## src/hdl/tatc_div.sv

```systemverilog
// ----------------------------------------------------------------------------
// tatc_div
// Pipelined restoring divider, one quotient bit per stage. The starting
// remainder must be below the divisor. Advances on en.
// ----------------------------------------------------------------------------
module tatc_div #(
  parameter int DW = 12,
  parameter int QW = 33
) (
  input  logic          clk,
  input  logic          en,
  input  logic [DW-1:0] rem0,
  input  logic [QW-1:0] lo,
  input  logic [DW-1:0] dvs,
  output logic [QW-1:0] quo
);

  logic [DW-1:0] rem_r [1:QW-1];
  logic [QW-1:0] lo_r  [1:QW-1];
  logic [DW-1:0] dvs_r [1:QW-1];
  logic [QW-1:0] q_r   [1:QW];

  for (genvar j = 0; j < QW; j++) begin : g_step
    logic [DW-1:0] rem_i;
    logic [DW-1:0] dvs_i;
    logic [QW-1:0] lo_i;
    logic [QW-1:0] q_i;
    logic [DW:0]   tr;
    logic [DW:0]   df;
    logic          ge;

    if (j == 0) begin : g_first
      assign rem_i = rem0;
      assign lo_i  = lo;
      assign dvs_i = dvs;
      assign q_i   = '0;
    end else begin : g_next
      assign rem_i = rem_r[j];
      assign lo_i  = lo_r[j];
      assign dvs_i = dvs_r[j];
      assign q_i   = q_r[j];
    end

    assign tr = {rem_i, lo_i[QW-1]};
    assign ge = tr >= {1'b0, dvs_i};
    assign df = tr - {1'b0, dvs_i};

    always_ff @(posedge clk) begin
      if (en) q_r[j+1] <= {q_i[QW-2:0], ge};
    end

    if (j < QW - 1) begin : g_carry
      always_ff @(posedge clk) begin
        if (en) begin
          rem_r[j+1] <= ge ? df[DW-1:0] : tr[DW-1:0];
          lo_r[j+1]  <= lo_i << 1;
          dvs_r[j+1] <= dvs_i;
        end
      end
    end
  end

  assign quo = q_r[QW];

endmodule

```

## config.mk

```make
export PLATFORM = sky130hd
export DESIGN_NAME = tatc_div
export DESIGN_NICKNAME = d
export VERILOG_FILES = /design/src/hdl/tatc_div.sv
export SDC_FILE = /design/constraint.sdc
export NUM_CORES = 2
export LEC_CHECK = 0
export ABC_CLOCK_PERIOD_IN_PS = 8500
export BUFFER_PORTS_ARGS = -buffer_cell sky130_fd_sc_hd__buf_2
export CORE_ASPECT_RATIO = 0.8
export CORE_UTILIZATION = 34
export CTS_CLUSTER_SIZE = 28
export DETAILED_ROUTE_END_ITERATION = 8
export PLACE_DENSITY = 0.54
export SLEW_MARGIN = 30
export SYNTH_ARGS = -nofsm -noshare
export SYNTH_HDL_FRONTEND = slang
export SYNTH_SLANG_ARGS = --single-unit
export TNS_END_PERCENT = 20
```

## constraint.sdc

```tcl
create_clock -name clk -period 8.5 [get_ports clk]
set_input_delay 0.425 -clock clk [delete_from_list [all_inputs] [get_ports clk]]
set_output_delay 0.425 -clock clk [all_outputs]
set_load 0.005 [all_outputs]
```

==> impl_metrics.ini <==
[run_status]
status = finished, final reports clean

[worst_setup_path]
critPathLaunchType = register
crit_path_end_kind = register
crit_slowest_cell = a2111oi_4
cp.required_ns = 9.09
cp_top_family = compound AO/OA/AOI/OAI gates
arrival_ns = 3.96
path_buf_inv = 2
worstPathMaxFanout = 7
crit_chain = inv_1 -> ha_1 -> nor2b_4 -> o31a_1 -> or3_4 -> a21oi_4 -> a21oi_2 -> a2111oi_4 -> buf_4 -> mux2_2
max_stage_delay_ns = 0.64
crit_type = register to register

[placement]
dp_cells = 8081
place_congestion = 0.821
numPortBuffers = 91
post_dp_cell_area_um2 = 83400
dp_hpwl_mm = 83.1

[sta]
drv_slew = 0
fin_skew_ns = 0.0655
hold_viol = 0
rsz0062_at_grt = no
fin_setup_tns_ns = 0
timing.fmax_mhz = 297
slew_headroom = 0.326
setup_viol_count_final = 0
finalCritPeriodShare = 0.396
finalCriticalPeriod_ns = 3.37
max_slew.worst_pin.slew_ns = 0.985

[yosys]
synth_cells = 4976
synth.most_common_cell = edfxtp_1
synth-xor-area-share = 0.0283
synthSimpleGateAreaFrac = 0.0440
seq_area_frac_synth = 0.708
synthTopCellsByArea = edfxtp_1 (71%), ha_1 (6.3%), mux2_2 (4.1%), inv_1 (2.4%), a21o_1 (1.5%)
syn_area_um2 = 78800
synth-seq-cells = 1857
synth_top_family_by_area = compound AO/OA/AOI/OAI gates
synth_top_area_share = 0.708
synthTopCellsByCount = edfxtp_1 (1857), inv_1 (511), ha_1 (396)
ys.flop_type = edfxtp_1
async_flop_share = 0
synth.area.mux_share = 0.0497
synth_edf_count = 1857
yosys.area.top_type = edfxtp_1
synth_adder_area_share = 0.0710
syn_nets = 5463
ys_types = 59
syn-mean-instance-area_um2 = 15.8
ys.warnings.count = 0
synth_compound_area_frac = 0.0715

[detailed_routing]
drc = 0
ant_nets = 0
firstDrtPassIters = 6
routed_wl_mm = 129
vias = 39500
wire_per_inst_um = 15.2
via_per_inst = 4.66
drtIter0Drc = 2702

[global_routing]
grt_max_degree = 164
antenna_found_initial = 0
grt_pass1_wl_mm = 209
grt_pass1_vias = 39500
grt_overflow_total = 0
grtUsageTotal = 0.109

[die]
start_util = 0.343
die_x_um = 540
num_rows = 157
core_um2 = 230000
dieArea_um2 = 234000
chipHeight_um = 433
io_pins = 92

[clock_tree]
clock-sinks = 1857
root_buffer = clkbuf_16
cts_buffer_depth = 4
insertion_delay_ns = 0.87
cts_made_buffers = 199
clkTransAtPathRegs_ns = 0.06
h-tree-depth = 4
postCtsResizedCells = 0
cts_tree = done

[flow_run]
cap_violations = 0

[power]
p_leak_nw = 34.3
vdd_drop_max_v = 0.000162
power_density_nw_per_um2 = 337
fin_total_pwr_mw = 30.4

[finish]
post-route-util = 0.393
area_delta_synth_final_pct = 14.6
fillers = 21000
register_area_um2 = 55800
multiInputGateArea_um2 = 21100
diodes = 0
final_cells = 8488
drive_gt1_frac = 0.139
final_area_um2 = 90200
nets = 5804

[worst_hold_path]
hold_class = input port to register
==> sequential cells by signal, indices dropped and copies added, names as in the netlist <==
register / cells
dvs_r: 384
q_r: 561
lo_r: 528
rem_r: 384
==> cell usage in the layout (no fill, tap or decap), drive strengths merged, types with 39 or more instances in the layout <==
cell type,Yosys,layout
o21ai,162,162
clkbuf,20,242
nor2,157,157
buf,28,132
a2111oi,39,39
inv,511,519
a31oi,39,39
and3,46,46
o21a,52,52
nand2,114,114
nor2b,79,79
a21oi,230,230
xor2,126,126
nand2b,61,61
edfxtp,1857,1857
nand3,105,105
mux2i,59,59
clkinv,0,68
mux2,293,293
xnor2,129,129
dlygate4sd3,0,56
ha,396,396
a21o,157,157
==> logic make-up after synthesis <==
group | Yosys count
mux | 352
fa+ha+maj | 428
xor+xnor | 255
buf+inv | 559
flops | 1857
simple gates | 682
compound gates | 843
==> report_power, final <==
part,internal [mW],switching (mW)
clock,4.94,3.49
sequential,12.2,0.715
combinational,4.45,4.63
total,21.6,8.84
==> metal layers <==
layer	track usage	part of all wire	vias up
li1	-	-	19500
met1	0.152	0.49	19200
met2	0.168	0.44	582
met3	0.0221	0.042	237
met4	0.0371	0.028	0
met5	0	0	-
==> worst min-delay path, delay by kind of cell <==
kind | cells | cell delay [ns]
AOI/OAI and AO/OA | 2 | 0.29
buffers and inverters | 1 | 0.07
==> final cells by class <==
type,count,share of cell area
Multi-Input combinational cell,2560,0.233
Tap cell,3021,0.0419
Inverter,511,0.0213
Timing Repair Buffer,188,0.0159
Clock inverter,109,0.0123
Clock buffer,242,0.0574
Sequential cell,1857,0.618
==> stage by stage <==
step | hold slack [ns] | setup slack (ns)
final | 0.105 | 5.13
after detailed placement | 0.405 | 5.10
after global placement | 0.400 | 4.95
after floorplan | 0.400 | 5.67
after CTS | 0.0232 | 5.13
after global routing | 0.0861 | 4.99
==> final timing paths <==
path                            slack (ns)                    from  depth (start not counted)                     end
worst min-delay path                  0.10                rem0[11]                          3    q_r[0][33]$_DFFE_PP_
worst max register to register        5.13  dvs_r[0][49]$_DFFE_PP_                         10  rem_r[2][14]$_DFFE_PP_
worst min register to register        0.37  lo_r[0][366]$_DFFE_PP_                          0  lo_r[0][399]$_DFFE_PP_
worst max-delay path                  5.13  dvs_r[0][49]$_DFFE_PP_                         10  rem_r[2][14]$_DFFE_PP_
==> what timing repair did <==
item	in CTS	in global routing
hold buffers	56	0
setup endpoints to repair	0	0
hold endpoints to repair	56	0
setup buffers	0	0
(Power assumes the default switching activity.)
